### src/rtl/lep_pkg.sv
package lep_pkg;

  // Operation codes carried on in_tuser
  localparam logic OP_ADD = 1'b0;
  localparam logic OP_CUT = 1'b1;

  // Result beat layout
  localparam int LEN_W      = 7;
  localparam int OUT_DATA_W = 16;

  // Sequencer states
  typedef enum logic [2:0] {
    ST_IDLE   = 3'b001,
    ST_SEARCH = 3'b010,
    ST_EMIT   = 3'b100
  } state_t;

  // Controls broadcast from the sequencer to every cell
  typedef struct packed {
    logic clear;  // drop the search token held in the cell
    logic wr_en;  // store the broadcast key in the addressed cell
  } bcast_t;

endpackage

### src/rtl/lep_cell.sv
module lep_cell
  import lep_pkg::*;
#(
  parameter int KEY_W = 16,
  parameter int IDX_W = 6,
  parameter int CNT_W = 7,
  parameter int IDX   = 0
) (
  input  logic             clk,
  input  logic             rst_n,
  input  bcast_t           bc,
  input  logic [CNT_W-1:0] count,
  input  logic [IDX_W-1:0] wr_idx,
  input  logic [KEY_W-1:0] wr_key,
  input  logic             tok_i,
  input  logic [KEY_W-1:0] key_i,
  output logic             tok_o,
  output logic [KEY_W-1:0] key_o,
  output logic             hit
);

  localparam logic [CNT_W-1:0] MyPos = CNT_W'(IDX);
  localparam logic [IDX_W-1:0] MyIdx = IDX_W'(IDX);

  logic [KEY_W-1:0] point_r;
  logic             tok_r;
  logic [KEY_W-1:0] key_r;
  logic             live;

  // Entry counts as part of the path only below the fill count
  assign live = (MyPos < count);
  assign hit  = tok_i && live && (point_r == key_i);

  // Store a point when addressed
  always_ff @(posedge clk) begin
    if (bc.wr_en && (wr_idx == MyIdx)) begin
      point_r <= wr_key;
    end
  end

  // Advance the search token one cell per cycle
  always_ff @(posedge clk) begin
    if (!rst_n || bc.clear) begin
      tok_r <= 1'b0;
    end else begin
      tok_r <= tok_i;
    end
  end

  // Key travels alongside the token
  always_ff @(posedge clk) begin
    key_r <= key_i;
  end

  assign tok_o = tok_r;
  assign key_o = key_r;

endmodule

### src/rtl/loop_erasing_path_store_core.sv
// Loop-erasing path store. Keeps an ordered path of up to MAX_POINTS grid points in a
// row of cells, one point per cell. Each beat on the input either adds a point (if the
// point is already on the path, everything after its first occurrence is erased and
// cycle_found is set; if the path is full the point is dropped and overflow is set) or
// cuts the path after the first matching point (no match leaves the path unchanged).
// One result beat comes back for every input beat. The query key walks down the cell
// row one cell per cycle, so a search ends at the first match or at the end of the
// path. The result beat is registered as the block leaves its emit state, and the input
// is ready again in the same cycle that this result beat is presented.
// A result still held by a stalled output keeps the next item in its last step until
// that beat is taken. One item is in work at a time.
// No clearing pass is needed after reset.
module loop_erasing_path_store_core
  import lep_pkg::*;
#(
  parameter int MAX_POINTS = 64,
  parameter int COORD_BITS = 8,
  localparam int IN_W = ((2 * COORD_BITS + 7) / 8) * 8
) (
  input  logic                  clk,
  input  logic                  rst_n,
  input  logic                  in_tvalid,
  output logic                  in_tready,
  input  logic [IN_W-1:0]       in_tdata,   // x_coord, y_coord, zero pad
  input  logic                  in_tuser,   // operation
  output logic                  out_tvalid,
  input  logic                  out_tready,
  output logic [OUT_DATA_W-1:0] out_tdata   // cycle_found, point_found, overflow,
                                            // path_length, zero pad
);

  localparam int KEY_W = 2 * COORD_BITS;
  localparam int IDX_W = $clog2(MAX_POINTS);
  localparam int CNT_W = $clog2(MAX_POINTS + 1);
  localparam logic [CNT_W-1:0] MaxCnt = CNT_W'(MAX_POINTS);

  state_t           state_r, state_nxt;
  logic [KEY_W-1:0] key_r;
  logic             op_r;
  logic             inject_r, inject_nxt;
  logic [CNT_W-1:0] idx_r, idx_nxt;
  logic [CNT_W-1:0] count_r, count_nxt;
  logic             res_cyc_r, res_pf_r, res_ovf_r;
  logic             res_cyc_nxt, res_pf_nxt, res_ovf_nxt;
  logic             out_valid_r, out_valid_nxt;
  logic [OUT_DATA_W-1:0] out_data_r;

  bcast_t           bc;
  logic [IDX_W-1:0] wr_idx;
  logic             tok_c [MAX_POINTS];
  logic [KEY_W-1:0] key_c [MAX_POINTS];
  logic [MAX_POINTS-1:0] hit_vec;
  logic             hit_any;
  logic             in_acc;
  logic             out_free;
  logic [CNT_W+LEN_W-1:0] len_ext;

  assign in_tready = (state_r == ST_IDLE);
  assign in_acc    = in_tvalid && in_tready;
  assign out_free  = !out_valid_r || out_tready;
  assign hit_any   = |hit_vec;
  assign wr_idx    = count_r[IDX_W-1:0];

  // Cell row
  assign tok_c[0] = inject_r;
  assign key_c[0] = key_r;

  for (genvar i = 0; i < MAX_POINTS; i++) begin : g_cell
    if (i < MAX_POINTS - 1) begin : g_mid
      lep_cell #(
        .KEY_W(KEY_W), .IDX_W(IDX_W), .CNT_W(CNT_W), .IDX(i)
      ) u_cell (
        .clk   (clk),
        .rst_n (rst_n),
        .bc    (bc),
        .count (count_r),
        .wr_idx(wr_idx),
        .wr_key(key_r),
        .tok_i (tok_c[i]),
        .key_i (key_c[i]),
        .tok_o (tok_c[i+1]),
        .key_o (key_c[i+1]),
        .hit   (hit_vec[i])
      );
    end else begin : g_last
      lep_cell #(
        .KEY_W(KEY_W), .IDX_W(IDX_W), .CNT_W(CNT_W), .IDX(i)
      ) u_cell (
        .clk   (clk),
        .rst_n (rst_n),
        .bc    (bc),
        .count (count_r),
        .wr_idx(wr_idx),
        .wr_key(key_r),
        .tok_i (tok_c[i]),
        .key_i (key_c[i]),
        .tok_o (),
        .key_o (),
        .hit   (hit_vec[i])
      );
    end
  end

  // Sequencer
  always_comb begin
    state_nxt     = state_r;
    inject_nxt    = 1'b0;
    idx_nxt       = idx_r;
    count_nxt     = count_r;
    res_cyc_nxt   = res_cyc_r;
    res_pf_nxt    = res_pf_r;
    res_ovf_nxt   = res_ovf_r;
    out_valid_nxt = out_valid_r && !out_tready;
    bc            = '0;
    unique case (state_r)
      ST_IDLE: begin
        if (in_acc) begin
          inject_nxt = 1'b1;
          idx_nxt    = '0;
          state_nxt  = ST_SEARCH;
        end
      end
      ST_SEARCH: begin
        if (hit_any) begin
          // First match: erase everything after it
          count_nxt   = idx_r + CNT_W'(1);
          res_pf_nxt  = 1'b1;
          res_cyc_nxt = (op_r == OP_ADD);
          res_ovf_nxt = 1'b0;
          bc.clear    = 1'b1;
          state_nxt   = ST_EMIT;
        end else if (idx_r == count_r) begin
          // No match on the path
          res_pf_nxt  = 1'b0;
          res_cyc_nxt = 1'b0;
          res_ovf_nxt = 1'b0;
          if (op_r == OP_ADD) begin
            if (count_r < MaxCnt) begin
              bc.wr_en  = 1'b1;
              count_nxt = count_r + CNT_W'(1);
            end else begin
              res_ovf_nxt = 1'b1;
            end
          end
          bc.clear  = 1'b1;
          state_nxt = ST_EMIT;
        end else begin
          idx_nxt = idx_r + CNT_W'(1);
        end
      end
      ST_EMIT: begin
        if (out_free) begin
          out_valid_nxt = 1'b1;
          state_nxt     = ST_IDLE;
        end
      end
      default: begin
        state_nxt = ST_IDLE;
      end
    endcase
  end

  // Control registers
  always_ff @(posedge clk) begin
    if (!rst_n) begin
      state_r     <= ST_IDLE;
      inject_r    <= 1'b0;
      count_r     <= '0;
      out_valid_r <= 1'b0;
    end else begin
      state_r     <= state_nxt;
      inject_r    <= inject_nxt;
      count_r     <= count_nxt;
      out_valid_r <= out_valid_nxt;
    end
  end

  // Payload registers
  assign len_ext = {{LEN_W{1'b0}}, count_r};

  always_ff @(posedge clk) begin
    idx_r     <= idx_nxt;
    res_cyc_r <= res_cyc_nxt;
    res_pf_r  <= res_pf_nxt;
    res_ovf_r <= res_ovf_nxt;
    if (in_acc) begin
      key_r <= {in_tdata[COORD_BITS-1:0], in_tdata[2*COORD_BITS-1:COORD_BITS]};
      op_r  <= in_tuser;
    end
    if (state_r == ST_EMIT && out_free) begin
      out_data_r <= {{(OUT_DATA_W - LEN_W - 3){1'b0}}, len_ext[LEN_W-1:0],
                     res_ovf_r, res_pf_r, res_cyc_r};
    end
  end

  assign out_tvalid = out_valid_r;
  assign out_tdata  = out_data_r;

`ifndef ASSERT_OFF
  a_hit_single: assert property (@(posedge clk) disable iff (!rst_n)
    $onehot0(hit_vec))
    else $error("more than one cell matched in a cycle");

  a_count_bound: assert property (@(posedge clk) disable iff (!rst_n)
    count_r <= MaxCnt)
    else $error("path length beyond capacity");

  a_idx_bound: assert property (@(posedge clk) disable iff (!rst_n)
    (state_r == ST_SEARCH) |-> (idx_r <= count_r))
    else $error("search ran past the path end");

  a_cycle_is_found: assert property (@(posedge clk) disable iff (!rst_n)
    out_tvalid |-> (!out_tdata[0] || out_tdata[1]))
    else $error("cycle reported without a found point");

  a_hit_only_searching: assert property (@(posedge clk) disable iff (!rst_n)
    hit_any |-> (state_r == ST_SEARCH))
    else $error("stale token matched outside a search");
`endif

endmodule

### config.mk
export PLATFORM = sky130hd
export DESIGN_NAME = loop_erasing_path_store_core
export DESIGN_NICKNAME = d
export VERILOG_FILES = /design/src/rtl/lep_pkg.sv /design/src/rtl/lep_cell.sv /design/src/rtl/loop_erasing_path_store_core.sv
export SDC_FILE = /design/constraint.sdc
export NUM_CORES = 2
export LEC_CHECK = 0
export BUFFER_PORTS_ARGS = -buffer_cell sky130_fd_sc_hd__buf_2
export CORE_MARGIN = 1.5
export CORE_UTILIZATION = 40
export CTS_BUF_LIST = sky130_fd_sc_hd__clkbuf_8
export DETAILED_ROUTE_END_ITERATION = 8
export GPL_TIMING_DRIVEN = 0
export HOLD_SLACK_MARGIN = 0.08
export PLACE_DENSITY = 0.66
export RECOVER_POWER = 50
export SLEW_MARGIN = 30
export SYNTH_ARGS = -nofsm -noshare
export SYNTH_HDL_FRONTEND = slang
export SYNTH_SLANG_ARGS = --single-unit
### constraint.sdc
create_clock -name clk -period 4.7 [get_ports clk]
set_input_delay 0.47 -clock clk [delete_from_list [all_inputs] [get_ports clk]]
set_output_delay 0.47 -clock clk [all_outputs]
set_load 0.01 [all_outputs]
-- Yosys cells after proc, flatten, opt, wreduce, memory -nomap -nowiden
Index checks and enable logic that the tools add are counted.
- bitwise logic cells: 1
- equal/unequal tests: 137
- multiplexer cells: 27
- reduce and logical (&&, ||, !) cells: 210
- $lt $le $gt $ge: 65
- add/subtract/negate cells: 2
- operators with widths (kind ; number):
    equality test 16 bit ; 64
    < comparator 6 x 7 -> 1 bit (first input constant) ; 32
    logical AND 1 bit ; 195
    equality test 6 bit (second input constant) ; 32
    < comparator 5 x 7 -> 1 bit (first input constant) ; 16
    equality test 6 x 5 -> 1 bit (second input constant) ; 16
    OR reduction 64 bit ; 1
    < comparator 4 x 7 -> 1 bit (first input constant) ; 8
    two-way mux 7 bit ; 7
    equality test 6 x 4 -> 1 bit (second input constant) ; 8
    < comparator 3 x 7 -> 1 bit (first input constant) ; 4
    equality test 6 x 3 -> 1 bit (second input constant) ; 4
    adder 7 x 1 -> 7 bit (second input constant) ; 2
    < comparator 1 x 7 -> 1 bit (first input constant) ; 2
    < comparator 2 x 7 -> 1 bit (first input constant) ; 2
    case mux 7 bit (2 select lines) ; 1
    equality test 6 x 2 -> 1 bit (second input constant) ; 2
    two-way mux 1 bit ; 12
    two-way mux 3 bit ; 4
    case mux 3 bit (3 select lines) ; 1
    AND reduction 4 bit ; 2
    equality test 7 bit ; 1
    < comparator 7 bit (second input constant) ; 1
    equality test 6 x 1 -> 1 bit (second input constant) ; 1
    14 further kinds ; 24
- word-level logic and storage cells: 643
- register bits after elaboration: 2144
- input bits: 21
- output and inout port bits: 18

-- Longest topological paths before layout
- depth after elaboration: 7
- gate-level depth with buffers: 15
- gate-level depth less buffers: 11

-- Least setup slack after synthesis
OpenSTA, ideal clock, no wires.
- path kind: register -> register
- from: register key_r[9]
- to: register g_cell[17].g_mid.u_cell.point_r[0] (enable)
- required time: 4.312 ns
- setup time: 0.388 ns
- stages on the path, launching flop included: 13
- path slack: 0.917 ns
- buffers on the path: 2
- clock period less this slack: 3.783 ns
- arrival time: 3.395 ns
- cell sequence: edfxtp_1 > xor2_1 > nor4_1 > o2111ai_1 > or4_1 > nand4_1 > nor4_1 > nand4_1 > and4b_1 > buf_4 > nand4b_2 > buf_2 > nor2_1
- longest elaborated chain between the ends: 6
- ends and longest elaborated chain (item ; line ; text):
    start: declaration ; loop_erasing_path_store_core.sv:38 ; logic [KEY_W-1:0] key_r;
    start signal: assignment ; loop_erasing_path_store_core.sv:187 ; key_r <= {in_tdata[COORD_BITS-1:0], in_tdata[2*COORD_BITS-1:COORD_BITS]};
    equality test 16 bit ; lep_cell.sv:32 ; assign hit = tok_i && live && (point_r == key_i);
    logical AND 1 bit ; lep_cell.sv:32 ;
    OR reduction 64 bit ; loop_erasing_path_store_core.sv:61 ; assign hit_any = |hit_vec;
    two-way mux 1 bit ; loop_erasing_path_store_core.sv:124 ; if (hit_any) begin
    two-way mux 2 bit ; loop_erasing_path_store_core.sv:115 ; unique case (state_r)
    logical AND 1 bit ; lep_cell.sv:36 ; if (bc.wr_en && (wr_idx == MyIdx)) begin
    end signal: assignment ; lep_cell.sv:37 ; point_r <= wr_key;
    end: declaration ; lep_cell.sv:25 ; logic [KEY_W-1:0] point_r;
No other way between the ends.
A chain may end at the register's enable or synchronous reset.

-- Final worst setup path
- from: register count_r[6]
- to: register g_cell[41].g_mid.u_cell.point_r[1] (enable)
- longest elaborated chain between the ends: 7
- elaborated cells on any way between the ends: 201
- those cells by class: order compare: 65; eq/ne: 1; mux: 5; reduce/logical: 130
- ends and longest elaborated chain (item ; line ; text):
    start: declaration ; loop_erasing_path_store_core.sv:42 ; logic [CNT_W-1:0] count_r, count_nxt;
    start signal: assignment ; loop_erasing_path_store_core.sv:173 ; count_r <= count_nxt;
    < comparator 1 x 7 -> 1 bit, or another cell as far along ; lep_cell.sv:31 ; assign live = (MyPos < count);
    logical AND 1 bit or two-way mux 1 bit (tied branches) ; lep_cell.sv:32, loop_erasing_path_store_core.sv:138 ;
    logical AND 1 bit or two-way mux 1 bit (tied branches) ; lep_cell.sv:32, loop_erasing_path_store_core.sv:137 ;
    OR reduction 64 bit or two-way mux 2 bit (tied branches) ; loop_erasing_path_store_core.sv:61, loop_erasing_path_store_core.sv:132 ;
    two-way mux 1 bit * ; loop_erasing_path_store_core.sv:124 ;
    two-way mux 2 bit * ; loop_erasing_path_store_core.sv:115 ;
    logical AND 1 bit * ; lep_cell.sv:36 ;
    end signal: assignment ; lep_cell.sv:37 ;
    end: declaration ; lep_cell.sv:25 ;
Mark *: on every way between the ends. The rest lies on a longest branch, timed or not.

==> flow_summary.toml <==
[outcome]
status = "finished with violations"
violations = "setup timing"

[worst_setup_path]
cp-endpoint = "g_cell[41].g_mid.u_cell.point_r[1]"
worstPathRequired_ns = 5.40
rrSetupSlack_ns = -0.02
cp_max_fo = 10
worst_r2r_endpoint = "g_cell[41].g_mid.u_cell.point_r[1]"
cp-start-kind = "flop"
critPathLaunch = "count_r[6]"
arrival_ns = 5.42
crit_type = "flop to flop"
end_kind = "flop"
timing.rr.start = "count_r[6]"
rr_worst_depth = 15

[power_and_ir_drop]
power.density_mw_per_mm2 = 452
p_comb_share_pct = 3.0
p_clk_share_pct = 40.1
switching_share_pct = 21.9
vdd_drop_max_mv = 0.220
power.switching_mw = 7.89
p_seq_share_pct = 57.0
leakage_nw = 28.0
p_int_mw = 28.1

[flow_run]
drv_cap = 0

[routing]
wl_met2_um = 78000
drt-initial-drc-count = 2478
dr.pass1.iters = 7
drt_wl_total_um = 155000
via_per_inst = 4.77
drc_errors = 0
dr_total_vias = 33390
met1_length_um = 62100
avgRoutedWirePerCell_um = 22.2
met3RoutedLength_um = 10200
ant_nets = 0
highest_layer = "met4"

[timing]
fmax_ghz = 0.212
finalSetupTns_ns = -0.122
fin_crit_ns = 4.72
hold_violations = 0
setup_viol = 26
timing.final.crit_share_pct = 100
worst_slack_ns = -0.0165
tightest_slew_ns = 1.07
skew_ns = 0.0748
relSlewSlack_pct = 28.9
report.final.slew_viol_count = 0
hold_slack_ns = 0.188

[layout]
utilization_pct = 47.6
drive_gt1_share_pct = 15.9
fin_nets = 4558
area_growth_pct = 17.8
instances_no_fill = 6998
fillers = 14090

[yosys]
async_flop_share_pct = 0
synth-edff-count = 1061
yosysTopAreaCell = "edfxtp_1"
synthCells = 3966
ys_warn_count = 0
synthMostInstantiatedCell = "dfxtp_1"
ys_top_cells_by_count = "dfxtp_1, edfxtp_1, xnor2_1, xor2_1, nand4_1"
yosys-top-cells-area = "edfxtp_1, dfxtp_1, xnor2_1, xor2_1, nand4_1"
synth-seq-cells = 2144
seq_area_frac_synth_pct = 79.2
syn_area_mm2 = 0.0676
synthDominantCellAreaShare_pct = 47.1
synthDistinctLibCells = 62
ys.flop_type = "dfxtp_1"
avgSynthCellArea_um2 = 17.0

[floorplan]
start_util_pct = 40.4
design.core.area_mm2 = 0.167
rows = 150
die_x_um = 414
dieArea_mm2 = 0.171
ioPinCount = 39
die_h_um = 414

[clocking]
numClockSinks = 2144
root_buffer = "clkbuf_8"
clockBufferDepth = 4
cts_tree = "built"
clk_latency_ns = 1.01
htreeDepth = 5
clk_pin_slew_ns = 0.06
numCtsBuffers = 335

[place]
placedCellCount = 6314
place_worst_setup_slack_ns = -1.24
place_hpwl_um = 112000
gp_congestion = 0.874
io_buffers = 32

[min_path]
hold_class = "input port to flop"

[grt]
grt_max_degree = 21
antenna_found_initial = 4
grt_util_all_layers_pct = 18.0
grt_pass1_wl_um = 226000
grt_pass1_vias = 34517
grt_overflow = 0
## worst max-delay path: stages (launching register included)
cell,delay (ns)
dfxtp_1,0.67
or2_1,0.26
clkbuf_1,0.57
o2111ai_4,0.22
nor2_1,0.15
nand4_1,0.54
nand4_1,0.55
nor4_2,0.10
nand4_1,0.16
and4b_1,0.24
buf_6,0.16
nand4_4,0.07
buf_12,0.16
buf_6,0.24
nor2_4,0.10
buf_12,0.19
## layout make-up
type                            count  area [um2]  area share, %
Multi-Input combinational cell   1766       14400           18.0
Inverter                            7        26.3         0.0330
Clock buffer                      381        5240           6.58
Buffer                             53         363          0.456
Antenna cell                        3        7.51        0.00943
Sequential cell                  2144       53500           67.2
Clock inverter                    215         992           1.25
Tap cell                         2204        2760           3.46
Timing Repair Buffer              225        2340           2.94
## state kept, by name (all words and copies together) (netlist names)
name and flops:
state_r 3, res_ovf_r 1, res_pf_r 1, g_cell.g_mid.u_cell.point_r 1008, out_tdata 10, count_r 7, key_r 16, op_r 1
g_cell.g_mid.u_cell.key_o 1008, idx_r 7, g_cell.g_last.u_cell.point_r 16, inject_r 1, g_cell.g_mid.u_cell.tok_o 63, res_cyc_r 1, out_tvalid 1
## cells in the final DEF, fill, tap and decap left out, drive strengths merged, types with 12 or more instances in the layout
cell	instances
edfxtp	1061
nand3	49
o21ai	12
buf	185
nor4	120
nor3b	65
xor2	428
nor2	93
inv	152
nand4	143
nand2	48
dlygate4sd3	21
or4	18
clkbuf	453
clkinv	60
and3	13
o2111ai	26
dfxtp	1083
nor3	36
xnor2	608
a21oi	18
## through the flow
step	power [mW]	cell area (um2)
after floorplan	21.3	67600
after global placement	21.9	70500
after detailed placement	22.0	72100
after CTS	36.3	79800
after global routing	37.2	79600
final	36.0	79600
## how the worst min path moves through the flow
stage / from / end / slack, ns / cells past startpoint
floorplan: g_cell[9].g_mid.u_cell.key_o[11] / g_cell[10].g_mid.u_cell.key_o[11] / 0.35 / 0
global placement: g_cell[0].g_mid.u_cell.key_o[14] / g_cell[1].g_mid.u_cell.key_o[14] / 0.35 / 0
detailed placement: g_cell[56].g_mid.u_cell.key_o[1] / g_cell[57].g_mid.u_cell.key_o[1] / 0.35 / 0
CTS: in_tdata[6] / key_r[14] / 0.09 / 2
global route: in_tdata[6] / key_r[14] / 0.11 / 2
finish: in_tdata[6] / key_r[14] / 0.19 / 2
## power groups by stage
stage / registers, mW / clock network [mW] / logic [mW]
after detailed placement: 20.9 / 0 / 1.09
after floorplan: 20.8 / 0 / 0.465
after global placement: 21.2 / 0 / 0.647
after global routing: 20.5 / 15.5 / 1.13
final: 20.5 / 14.4 / 1.06
after CTS: 20.5 / 14.7 / 1.12
## timing repair
item,4_1_cts,5_1_grt
gates resized for setup,86,20
buffers inserted,45,18
hold buffers,21,0
endpoints found under the setup margin,1031,1011
pin swaps,43,17
gates cloned,0,2
endpoints found under the hold margin,26,0
## metal layers
layer	vias up	global-route usage (%)
met5	-	0
met4	0	6.12
met3	314	4.44
met2	1081	31.2
met1	16656	21.7
li1	15339	-
## kinds of logic (layout without fill, tap and decap cells)
kind of cell	count (synthesis)	after routing	synth area share (%)
AO/OA/AOI/OAI	106	106	1.17
XOR/XNOR	1036	1036	13.4
adder cells (fa/ha/maj)	5	5	0.0926
buffers and inverters	61	881	0.478
flip-flops	2144	2144	79.2
multiplexers	4	4	0.0592
other	1	9	0.00555
AND/OR/NAND/NOR	609	609	5.56
(Power assumes the default switching activity.)
